**config.mk**
```make
export PLATFORM = sky130hd
export DESIGN_NAME = led_matrix_pixel_mapper
export DESIGN_NICKNAME = d
export VERILOG_FILES = /design/src/hdl/lmpm_pkg.sv /design/src/hdl/lmpm_slot_pack.sv /design/src/hdl/led_matrix_pixel_mapper.sv
export SDC_FILE = /design/constraint.sdc
export NUM_CORES = 1
export LEC_CHECK = 0
export ABC_AREA = 1
export BUFFER_PORTS_ARGS = -buffer_cell sky130_fd_sc_hd__buf_4
export CAP_MARGIN = 10
export CORE_UTILIZATION = 64
export CTS_BUF_LIST = sky130_fd_sc_hd__clkbuf_4
export DETAILED_ROUTE_END_ITERATION = 8
export HOLD_SLACK_MARGIN = 0.03
export PLACE_DENSITY = 0.83
export SLEW_MARGIN = 10
export SYNTH_ARGS = -nofsm -noshare
export SYNTH_HDL_FRONTEND = slang
export SYNTH_SLANG_ARGS = --single-unit
```
**constraint.sdc**
```tcl
create_clock -name i_clk -period 9.1 [get_ports i_clk]
set_input_delay 0.91 -clock i_clk [delete_from_list [all_inputs] [get_ports i_clk]]
set_output_delay 0.91 -clock i_clk [all_outputs]
set_load 0.02 [all_outputs]
```
**src/hdl/lmpm_pkg.sv**
```systemverilog
// Shared types, register codes and helpers for the LED matrix pixel mapper.
package lmpm_pkg;

    // Register indexes of the configuration port
    typedef enum logic [2:0] {
        CFG_WIDTH_COLS      = 3'd0,
        CFG_HEIGHT_ROWS     = 3'd1,
        CFG_STRIP_LENGTH    = 3'd2,
        CFG_LAYOUT_MODE     = 3'd3,
        CFG_CHANNEL_ORDER   = 3'd4,
        CFG_DIM_LEVEL       = 3'd5,
        CFG_OVERRIDE_ENABLE = 3'd6,
        CFG_OVERRIDE_COLOUR = 3'd7
    } t_cfg_reg;

    // Register reset values
    localparam logic [8:0]  RST_WIDTH_COLS    = 9'd16;
    localparam logic [8:0]  RST_HEIGHT_ROWS   = 9'd16;
    localparam logic [15:0] RST_STRIP_LENGTH  = 16'd256;
    localparam logic [3:0]  RST_LAYOUT_MODE   = 4'd0;
    localparam logic [7:0]  RST_CHANNEL_ORDER = 8'd82;
    localparam logic [7:0]  RST_DIM_LEVEL     = 8'd0;
    localparam logic [31:0] RST_OVR_COLOUR    = 32'd0;

    // Layout flag bits
    localparam int LAYOUT_BOTTOM = 0;
    localparam int LAYOUT_RIGHT  = 1;
    localparam int LAYOUT_COLMAJ = 2;
    localparam int LAYOUT_ZIGZAG = 3;

    // Slot offset that three-byte mode drops
    localparam logic [1:0] SLOT_LAST = 2'b11;

    // Draw request
    typedef struct packed {
        logic signed [15:0] pos_x;
        logic signed [15:0] pos_y;
        logic [31:0]        rgbw_in;
    } t_pix_req;

    // Mapped result
    typedef struct packed {
        logic        accepted;
        logic [15:0] led_index;
        logic [17:0] byte_address;
        logic        four_byte_mode;
        logic [7:0]  slot_byte0;
        logic [7:0]  slot_byte1;
        logic [7:0]  slot_byte2;
        logic [7:0]  slot_byte3;
    } t_pix_res;

    // Packed slot bytes in wire order, plus the RGBW flag
    typedef struct packed {
        logic            four;
        logic [3:0][7:0] bytes;
    } t_slot_set;

    // Brightness scale of one channel: (c*lvl)>>8, or c when lvl is zero
    function automatic logic [7:0] dim8(input logic [7:0] c, input logic [7:0] lvl);
        logic [15:0] prod;
        prod = {8'd0, c} * {8'd0, lvl};
        return (lvl == 8'd0) ? c : prod[15:8];
    endfunction

endpackage

```
**src/hdl/lmpm_slot_pack.sv**
```systemverilog
// Places dimmed W/R/G/B bytes into the pixel slot by their per-channel offsets.
module lmpm_slot_pack
    import lmpm_pkg::*;
(
    input  logic [31:0] i_colour,
    input  logic [7:0]  i_channel_order,
    output t_slot_set   o_slot
);

    logic [1:0] woff, roff, goff, boff;
    logic       four;

    assign woff = i_channel_order[7:6];
    assign roff = i_channel_order[5:4];
    assign goff = i_channel_order[3:2];
    assign boff = i_channel_order[1:0];
    assign four = (woff != roff);

    // Writes go white, red, green, blue: the last matching channel wins
    always_comb begin
        o_slot.four = four;
        for (int k = 0; k < 4; k++) begin
            if (!four && (2'(k) == SLOT_LAST)) begin
                o_slot.bytes[k] = 8'd0;
            end else if (boff == 2'(k)) begin
                o_slot.bytes[k] = i_colour[7:0];
            end else if (goff == 2'(k)) begin
                o_slot.bytes[k] = i_colour[15:8];
            end else if (roff == 2'(k)) begin
                o_slot.bytes[k] = i_colour[23:16];
            end else if (four && (woff == 2'(k))) begin
                o_slot.bytes[k] = i_colour[31:24];
            end else begin
                o_slot.bytes[k] = 8'd0;
            end
        end
    end

endmodule

```
**src/hdl/led_matrix_pixel_mapper.sv**
```systemverilog
// Top level of the LED matrix pixel mapper: five-stage request pipeline and config registers.
//
//  channel | direction | handshake                  | payload
//  --------+-----------+----------------------------+--------------------------
//  request | in        | i_in_valid / o_in_stall    | i_in_req  (t_pix_req)
//  result  | out       | o_out_valid / i_out_stall  | o_out_res (t_pix_res)
//  config  | in        | i_cfg_valid / o_cfg_ready  | i_cfg_index, i_cfg_data
//
//  One request per cycle unless stalled; each result is valid at the output once its
//  request has passed five registers (input reg, map, multiply,
//  index add/compare, output reg).
//  Every stage holds when the stage after it is full and stalled, so with all stages
//  full a result-side stall backs up to o_in_stall in the same cycle; nothing is dropped.
//  Synchronous active-low reset clears the stage valids and loads register defaults.
//  The config port is always ready.
module led_matrix_pixel_mapper
    import lmpm_pkg::*;
(
    input  logic        i_clk,
    input  logic        i_rst_n,
    input  logic        i_in_valid,
    output logic        o_in_stall,
    input  t_pix_req    i_in_req,
    output logic        o_out_valid,
    input  logic        i_out_stall,
    output t_pix_res    o_out_res,
    input  logic        i_cfg_valid,
    output logic        o_cfg_ready,
    input  logic [2:0]  i_cfg_index,
    input  logic [31:0] i_cfg_data
);

    // Configuration registers
    logic [8:0]  r_width_cols;
    logic [8:0]  r_height_rows;
    logic [15:0] r_strip_length;
    logic [3:0]  r_layout_mode;
    logic [7:0]  r_channel_order;
    logic [7:0]  r_dim_level;
    logic        r_override_enable;
    logic [31:0] r_override_colour;

    assign o_cfg_ready = 1'b1;

    always_ff @(posedge i_clk) begin
        if (!i_rst_n) begin
            r_width_cols      <= RST_WIDTH_COLS;
            r_height_rows     <= RST_HEIGHT_ROWS;
            r_strip_length    <= RST_STRIP_LENGTH;
            r_layout_mode     <= RST_LAYOUT_MODE;
            r_channel_order   <= RST_CHANNEL_ORDER;
            r_dim_level       <= RST_DIM_LEVEL;
            r_override_enable <= 1'b0;
            r_override_colour <= RST_OVR_COLOUR;
        end else if (i_cfg_valid && o_cfg_ready) begin
            unique case (t_cfg_reg'(i_cfg_index))
                CFG_WIDTH_COLS:      r_width_cols      <= i_cfg_data[8:0];
                CFG_HEIGHT_ROWS:     r_height_rows     <= i_cfg_data[8:0];
                CFG_STRIP_LENGTH:    r_strip_length    <= i_cfg_data[15:0];
                CFG_LAYOUT_MODE:     r_layout_mode     <= i_cfg_data[3:0];
                CFG_CHANNEL_ORDER:   r_channel_order   <= i_cfg_data[7:0];
                CFG_DIM_LEVEL:       r_dim_level       <= i_cfg_data[7:0];
                CFG_OVERRIDE_ENABLE: r_override_enable <= i_cfg_data[0];
                CFG_OVERRIDE_COLOUR: r_override_colour <= i_cfg_data;
                default: ;
            endcase
        end
    end

    // Stage valids and advance enables
    logic r_s1_valid, r_s2_valid, r_s3_valid, r_s4_valid, r_out_valid;
    logic en1, en2, en3, en4, en_out;

    assign en_out     = !r_out_valid || !i_out_stall;
    assign en4        = !r_s4_valid || en_out;
    assign en3        = !r_s3_valid || en4;
    assign en2        = !r_s2_valid || en3;
    assign en1        = !r_s1_valid || en2;
    assign o_in_stall = !en1;
    assign o_out_valid = r_out_valid;

    always_ff @(posedge i_clk) begin
        if (!i_rst_n) begin
            r_s1_valid  <= 1'b0;
            r_s2_valid  <= 1'b0;
            r_s3_valid  <= 1'b0;
            r_s4_valid  <= 1'b0;
            r_out_valid <= 1'b0;
        end else begin
            if (en1)    r_s1_valid  <= i_in_valid;
            if (en2)    r_s2_valid  <= r_s1_valid;
            if (en3)    r_s3_valid  <= r_s2_valid;
            if (en4)    r_s4_valid  <= r_s3_valid;
            if (en_out) r_out_valid <= r_s4_valid;
        end
    end

    // Stage 1: input register
    t_pix_req r_s1_req;

    always_ff @(posedge i_clk) begin
        if (en1) r_s1_req <= i_in_req;
    end

    // Stage 2: bounds check, mirror, axis swap, colour select
    logic        n_s2_ok;
    logic [8:0]  n_s2_major, n_s2_minor, n_s2_scale;
    logic [8:0]  mir_x, mir_y;
    logic [15:0] ux, uy;

    assign ux = r_s1_req.pos_x;
    assign uy = r_s1_req.pos_y;

    always_comb begin
        n_s2_ok = !ux[15] && !uy[15] &&
                  (ux < {7'd0, r_width_cols}) && (uy < {7'd0, r_height_rows});
        mir_x = r_layout_mode[LAYOUT_RIGHT]  ? (r_width_cols - 9'd1 - ux[8:0])  : ux[8:0];
        mir_y = r_layout_mode[LAYOUT_BOTTOM] ? (r_height_rows - 9'd1 - uy[8:0]) : uy[8:0];
        if (r_layout_mode[LAYOUT_COLMAJ]) begin
            n_s2_major = mir_x;
            n_s2_minor = mir_y;
            n_s2_scale = r_height_rows;
        end else begin
            n_s2_major = mir_y;
            n_s2_minor = mir_x;
            n_s2_scale = r_width_cols;
        end
    end

    logic        r_s2_ok, r_s2_zig;
    logic [8:0]  r_s2_major, r_s2_minor, r_s2_scale;
    logic [31:0] r_s2_colour;

    always_ff @(posedge i_clk) begin
        if (en2) begin
            r_s2_ok     <= n_s2_ok;
            r_s2_zig    <= r_layout_mode[LAYOUT_ZIGZAG] && n_s2_major[0];
            r_s2_major  <= n_s2_major;
            r_s2_minor  <= n_s2_minor;
            r_s2_scale  <= n_s2_scale;
            r_s2_colour <= r_override_enable ? r_override_colour : r_s1_req.rgbw_in;
        end
    end

    // Stage 3: row base product and per-channel dimming
    logic        r_s3_ok, r_s3_zig;
    logic [17:0] r_s3_prod;
    logic [8:0]  r_s3_minor, r_s3_scale;
    logic [31:0] r_s3_colour;

    always_ff @(posedge i_clk) begin
        if (en3) begin
            r_s3_ok     <= r_s2_ok;
            r_s3_zig    <= r_s2_zig;
            r_s3_prod   <= {9'd0, r_s2_major} * {9'd0, r_s2_scale};
            r_s3_minor  <= r_s2_minor;
            r_s3_scale  <= r_s2_scale;
            r_s3_colour <= {dim8(r_s2_colour[31:24], r_dim_level),
                            dim8(r_s2_colour[23:16], r_dim_level),
                            dim8(r_s2_colour[15:8],  r_dim_level),
                            dim8(r_s2_colour[7:0],   r_dim_level)};
        end
    end

    // Stage 4: strip index and strip length check
    logic [17:0] n_s4_idx;

    // Odd serpentine lines run backward; for in-bounds requests minor is below scale, so no wrap
    assign n_s4_idx = r_s3_zig
        ? (r_s3_prod + {9'd0, r_s3_scale} - 18'd1 - {9'd0, r_s3_minor})
        : (r_s3_prod + {9'd0, r_s3_minor});

    logic        r_s4_ok;
    logic [15:0] r_s4_idx;
    logic [31:0] r_s4_colour;

    always_ff @(posedge i_clk) begin
        if (en4) begin
            r_s4_ok     <= r_s3_ok && (n_s4_idx < {2'd0, r_strip_length});
            r_s4_idx    <= n_s4_idx[15:0];
            r_s4_colour <= r_s3_colour;
        end
    end

    // Output stage: slot packing and byte address
    t_slot_set slot;
    t_pix_res  n_out;
    logic [17:0] idx_ext;

    lmpm_slot_pack u_slot_pack (
        .i_colour        (r_s4_colour),
        .i_channel_order (r_channel_order),
        .o_slot          (slot)
    );

    assign idx_ext = {2'd0, r_s4_idx};

    always_comb begin
        n_out = '0;
        if (r_s4_ok) begin
            n_out.accepted       = 1'b1;
            n_out.led_index      = r_s4_idx;
            n_out.byte_address   = slot.four ? (idx_ext << 2) : ((idx_ext << 1) + idx_ext);
            n_out.four_byte_mode = slot.four;
            n_out.slot_byte0     = slot.bytes[0];
            n_out.slot_byte1     = slot.bytes[1];
            n_out.slot_byte2     = slot.bytes[2];
            n_out.slot_byte3     = slot.bytes[3];
        end
    end

    t_pix_res r_out;

    always_ff @(posedge i_clk) begin
        if (en_out) r_out <= n_out;
    end

    assign o_out_res = r_out;

endmodule

```
* After elaboration in Yosys (flattened, before gate mapping)
Index checks and enable logic that the tools add are counted.
Widths: inputs -> output; s select.
** Storage, ports and cells
- Register bits after elaboration :: 404
- Bits in latches :: 0
- Memory bits (writable) :: 0
- ROM bits :: 0
- Output and inout bits :: 71
- Logic and storage cells :: 147
- Memories :: 0
** Cells by class
- $add $sub $neg :: 9
- Multiply operators :: 5
- Divide/modulo/power cells :: 0
- Magnitude comparators :: 3
- Equality and inequality tests :: 20
- Shifts and indexed selects :: 0
- Muxes and demuxes :: 30
- Bitwise operators :: 1
- Reductions and logical operators :: 39
** Operator list (number)
- $mux 8 :: 21
- $mux 68 :: 1
- $mul 8x8->16 :: 4
- $mux 9 :: 5
- $add 18x9->18 :: 2
- $mux 18 :: 2
- $lt 16x9->1 :: 2
- $mux 32 :: 1
- $add 17x16->18 :: 1
- $lt 18x16->1 :: 1
- $mul 9x9->18 :: 1
- $reduce_and 2->1 :: 9
- $sub 18x1->18 const B :: 1
- $sub 18x9->18 :: 1
- $sub 9x1->9 const B :: 2
- $sub 9x9->9 :: 2
- $eq 2x2->1 const B :: 8
- $eq 3x3->1 const B :: 4
- $logic_and 1x1->1 :: 9
- $logic_not 1->1 :: 9
- $eq 2x1->1 const B :: 4
- $logic_not 2->1 :: 4
- $logic_not 8->1 :: 1
- $eq 3x2->1 const B :: 2
- 6 further kinds :: 10

* Depth between registers and ports, before layout
- Depth after elaboration :: 8
- Depth in mapped cells :: 23
- Mapped depth without buffers :: 23

* Cells and area by module
From an unflattened synthesis, not the netlist that was laid out.
** Second synthesis, totals
- Cells, all modules :: 3913
- Area, all modules :: 31774.2 um^2
** Modules (own cells, without submodules)
- led_matrix_pixel_mapper :: times used 1, cells each 3609, area an instance 30407.9 um^2
- lmpm_slot_pack :: times used 1, cells each 304, area an instance 1366.3 um^2

* Worst setup path after synthesis
Ideal clock, no wire load.
- Path type :: in2reg
- Start point :: in i_out_stall
- End point :: reg r_s1_req[0] in the netlist's numbering, enable pin
- Arrival :: 8.197 ns
- Required time :: 8.682 ns
- Setup slack :: 0.485 ns
- Stages on the path :: 9
- Path buffers :: 0
- Path through :: nand2_1 nor2_1 inv_1 nor2_1 inv_1 nor2_1 inv_1 nor2_1 inv_1
** Between the ends
- Word-level cells in the longest chain between the ends :: 6
** Ends and longest elaborated chain
- from (decl) :: line led_matrix_pixel_mapper.sv:25 : input logic i_out_stall,
- $logic_not 1->1 :: line led_matrix_pixel_mapper.sv:74 : assign en_out = !r_out_valid || !i_out_stall;
- $logic_or 1x1->1 :: line led_matrix_pixel_mapper.sv:74
- $logic_or 1x1->1 :: line led_matrix_pixel_mapper.sv:75 : assign en4 = !r_s4_valid || en_out;
- named net en4 :: line led_matrix_pixel_mapper.sv:72 : logic en1, en2, en3, en4, en_out;
- $logic_or 1x1->1 :: line led_matrix_pixel_mapper.sv:76 : assign en3 = !r_s3_valid || en4;
- named net en3 :: line led_matrix_pixel_mapper.sv:72
- $logic_or 1x1->1 :: line led_matrix_pixel_mapper.sv:77 : assign en2 = !r_s2_valid || en3;
- named net en2 :: line led_matrix_pixel_mapper.sv:72
- $logic_or 1x1->1 :: line led_matrix_pixel_mapper.sv:78 : assign en1 = !r_s1_valid || en2;
- to (signal assigned) :: line led_matrix_pixel_mapper.sv:102 : if (en1) r_s1_req <= i_in_req;
- to (decl) :: line led_matrix_pixel_mapper.sv:99 : t_pix_req r_s1_req;
The timed path passes the listed nets, and every way through them passes these cells.
A chain may end at the register's enable or synchronous reset.

* Worst setup path in the final report
- Start point :: reg r_out_valid (netlist: o_out_valid)
- End point :: out o_in_stall
** Between the ends
- Word-level cells in the longest chain between the ends :: 7
** Ends and longest elaborated chain
- from (decl) :: line led_matrix_pixel_mapper.sv:71 : logic r_s1_valid, r_s2_valid, r_s3_valid, r_s4_valid, r_out_valid;
- from (signal assigned) :: line led_matrix_pixel_mapper.sv:94 : if (en_out) r_out_valid <= r_s4_valid;
- $logic_not 1->1 :: line led_matrix_pixel_mapper.sv:74
- $logic_or 1x1->1 :: line led_matrix_pixel_mapper.sv:74
- named net en_out :: line led_matrix_pixel_mapper.sv:72
- $logic_or 1x1->1 :: line led_matrix_pixel_mapper.sv:75
- named net en4 :: line led_matrix_pixel_mapper.sv:72
- $logic_or 1x1->1 :: line led_matrix_pixel_mapper.sv:76
- named net en3 :: line led_matrix_pixel_mapper.sv:72
- $logic_or 1x1->1 :: line led_matrix_pixel_mapper.sv:77
- named net en2 :: line led_matrix_pixel_mapper.sv:72
- $logic_or 1x1->1 :: line led_matrix_pixel_mapper.sv:78
- $logic_not 1->1 :: line led_matrix_pixel_mapper.sv:79 : assign o_in_stall = !en1;
- to (decl) :: line led_matrix_pixel_mapper.sv:22 : output logic o_in_stall,
The timed path passes the listed nets, and every way through them passes these cells.

==> impl_metrics.json <==
{
  "status": "finished clean",
  "synthFlopType": "edfxtp_1",
  "holdBufCountCts": 0,
  "clkSlewWorstSetupHoldPaths_ns": 0.07,
  "path_cells": "nand2_2, buf_4, nor2_1, inv_2, nor2_1, inv_2, buf_4, nor2_1, inv_2, nor2_1, buf_4",
  "hold_depth": 1,
  "arrival_ns": 4.17,
  "port_buffers": 173,
  "syn_area_mm2": 0.0311,
  "yosysTopAreaCell": "edfxtp_1",
  "skew_ns": 0.0533,
  "place_area_mm2": 0.0327,
  "utilization_pct": 71.3,
  "switching_share_pct": 35.1,
  "p_int_mw": 3.62,
  "min_path_type": "primary input to flop",
  "drc": 0,
  "top_level_ports": 175,
  "synth_area_leaders": "edfxtp_1 (30%), fa_1 (13%), ha_1 (11%), nand2_1 (11%), inv_1 (9.7%)",
  "finalCriticalPeriod_ns": 5.08,
  "cts-htree-levels": 3,
  "yosysTopAreaCellShare_pct": 30.1,
  "switching_power_mw": 1.96,
  "ys_types": 51,
  "clockPowerShare_pct": 28.7,
  "yosys_warnings": 0,
  "drtAntennaViolNets": 0,
  "timing.setup.tns_ns": 0,
  "antenna_found_initial": 2,
  "ys_async_sr_fraction_pct": 0,
  "fin_nets": 4456,
  "slew_headroom_pct": 28.5,
  "start_util_pct": 65.0,
  "die_area_mm2": 0.0495,
  "overflow": 0,
  "fp.dieW_um": 222,
  "grt_pass1_wl_um": 121000,
  "grt_start_max_net_pins": 90,
  "synth-edff-count": 312,
  "reg2regPathDepth": 14,
  "critical_path.startpoint_type": "flop",
  "fillers": 3734,
  "rsz0062_at_grt": "no",
  "drt_iter0_markers": 2011,
  "cellPowerDensity_mw_per_mm2": 164,
  "routedWlPerCell_um": 16.3,
  "clock_path_buffers": 3,
  "routabilityCongestion": 0.960,
  "finalHoldViolCount": 0,
  "drive_gt1_share_pct": 10.5,
  "area_growth_pct": 9.75,
  "fin_area_mm2": 0.0341,
  "ir_drop_mv": 0.167,
  "drtPass1Iterations": 6,
  "crit_slowest_cell": "inv_2",
  "layout_commonest_cell": "nand2_1",
  "p_leak_nw": 18.5,
  "fp.dieH_um": 222,
  "cts-buffers-inserted": 101,
  "insertion_delay_ns": 0.86,
  "cts_tree": "done",
  "seq_power_share_pct": 42.4,
  "via_count": 24800,
  "crit_type": "flop to primary output",
  "netlist_instances": 3715,
  "endpoint_kind": "primary output",
  "slew_violations": 0,
  "cap_violations": 0,
  "r2r_end": "r_s3_colour[24]$_DFFE_PP_",
  "post_cts_resize_count": 0,
  "place.detailed.hpwl_um": 55600,
  "r2r_setup_slack_ns": 4.13,
  "ys_ff_latch": 404,
  "avgSynthCellArea_um2": 8.37,
  "finalCritPeriodShare_pct": 55.9,
  "combPwrFrac_pct": 28.9,
  "cts.sinks": 404,
  "worst_hold_slack_ns": 0.223,
  "min_to": "ux[4]$_DFFE_PN_",
  "num_rows": 80,
  "postCtsSetupRepairBufs": 0,
  "synthesis.nets": 4300,
  "grt_use_total_pct": 30.8,
  "required_ns": 8.19,
  "seq_area_frac_synth_pct": 36.1,
  "r2r_start": "r_dim_level[5]$_SDFFE_PN0P_",
  "path_common_cell": "nor2_1",
  "setup_viol": 0,
  "routed_wl_um": 74400,
  "startpoint": "o_out_valid$_SDFFE_PN0P_",
  "clock_tree.root_cell": "clkbuf_4",
  "coreArea_mm2": 0.0478,
  "max_freq_mhz": 197,
  "cpPeakStageDelay_ns": 0.76,
  "worstHoldStart": "i_in_req[52]",
  "tightest_slew_ns": 1.07,
  "final_cell_mix": "nand2_1 (875), inv_1 (796), edfxtp_1 (312), ha_1 (277), o21ai_0 (227)",
  "vias_per_cell": 5.41,
  "critPathMaxFanout": 72,
  "grt_pass1_vias": 24400
}
## power by group through the flow
stage          clock [mW]  sequential (mW)  combinational [mW]
6_report             1.60             2.37                1.61
3_3_place_gp            0             2.39                1.55
4_1_cts              1.63             2.36                1.60
3_5_place_dp            0             2.40                1.58
5_1_grt              1.73             2.38                1.85
2_1_floorplan           0             2.28                1.25
## routing by layer
metal	share of wire [%]	up-vias	track usage (%)
met5	0	-	0
met4	2.7	0	10.9
met3	9.1	157	6.06
met2	46	1048	50.0
met1	42	11500	41.2
li1	-	12100	-
## state kept, by name, indices dropped and copies added (netlist names), 4 cells and up
signal	flops
r_s4_colour	32
uy	16
r_s3_colour	32
r_channel_order	8
r_override_colour	32
r_s2_scale	9
r_s3_minor	9
r_layout_mode	4
r_dim_level	8
r_strip_length	16
r_s4_idx	16
r_s2_major	9
r_s3_scale	9
r_height_rows	9
r_s1_req	32
ux	16
r_s3_prod	18
r_s2_minor	9
r_s2_colour	32
o_out_res	68
r_width_cols	9
## synth_stat cells (5+ instances only)
| master | count |
|---|---|
| nand2_1 | 876 |
| inv_1 | 800 |
| edfxtp_1 | 312 |
| ha_1 | 277 |
| o21ai_0 | 227 |
| nor2_1 | 209 |
| fa_1 | 204 |
| a21oi_1 | 194 |
| nand3_1 | 139 |
| clkbuf_1 | 113 |
| dfxtp_1 | 92 |
| mux2_2 | 32 |
| nor3_1 | 27 |
| xor2_1 | 22 |
| a31oi_1 | 20 |
| xnor2_1 | 19 |
| o22ai_1 | 18 |
| o211ai_1 | 17 |
| buf_2 | 14 |
| o21bai_1 | 14 |
| a21o_1 | 7 |
| nand4_1 | 7 |
| a21boi_0 | 6 |
| nand3b_1 | 6 |
| nor4_1 | 6 |
| a211oi_1 | 5 |
| or2_2 | 5 |
## how the worst max path moves through the flow
stage                            end  cells after the start
2_1_floorplan  r_s1_req[0]$_DFFE_PN_                      9
3_3_place_gp         uy[7]$_DFFE_PN_                     13
3_5_place_dp         uy[7]$_DFFE_PN_                     13
4_1_cts                   o_in_stall                     11
5_1_grt                   o_in_stall                     11
6_report                  o_in_stall                     11
## through the flow
| stage | setup WS (ns) | power [mW] | instances |
|---|---|---|---|
| 4_1_cts | 3.90 | 5.59 | 4575 |
| 3_3_place_gp | 4.12 | 3.94 | 4383 |
| 6_report | 4.02 | 5.58 | 4577 |
| 2_1_floorplan | 0.485 | 3.53 | 3715 |
| 3_5_place_dp | 4.08 | 3.98 | 4383 |
| 5_1_grt | 3.69 | 5.96 | 4576 |
## worst max-delay path: cells and delay by family (launching register included)
family	cells	cell delay [ns]
buffers and inverters	6	2.46
AND/OR/NAND/NOR	5	0.48
flip-flops	1	0.34
## final cells by class
class / instances / area, um2 / share of cell area [%]
inverters: 804 / 3020 / 8.84
clock inverters: 33 / 195 / 0.572
multi-input cells: 2370 / 16300 / 47.8
repair buffers: 190 / 1430 / 4.18
clock buffers: 159 / 1190 / 3.50
flip-flops and latches: 404 / 11200 / 32.9
well taps: 615 / 769 / 2.25
diodes: 2 / 5.00 / 0.0147
## cells by family after synthesis
| family | share of synthesized area, % |
|---|---|
| fa+ha+maj | 24.3 |
| xor+xnor | 1.15 |
| mux | 1.19 |
| flops | 36.1 |
| buf+inv | 11.5 |
| other cells | 0.0121 |
| simple gates | 16.6 |
| compound gates | 9.17 |
Note: power is estimated with default switching activity, not from simulation.
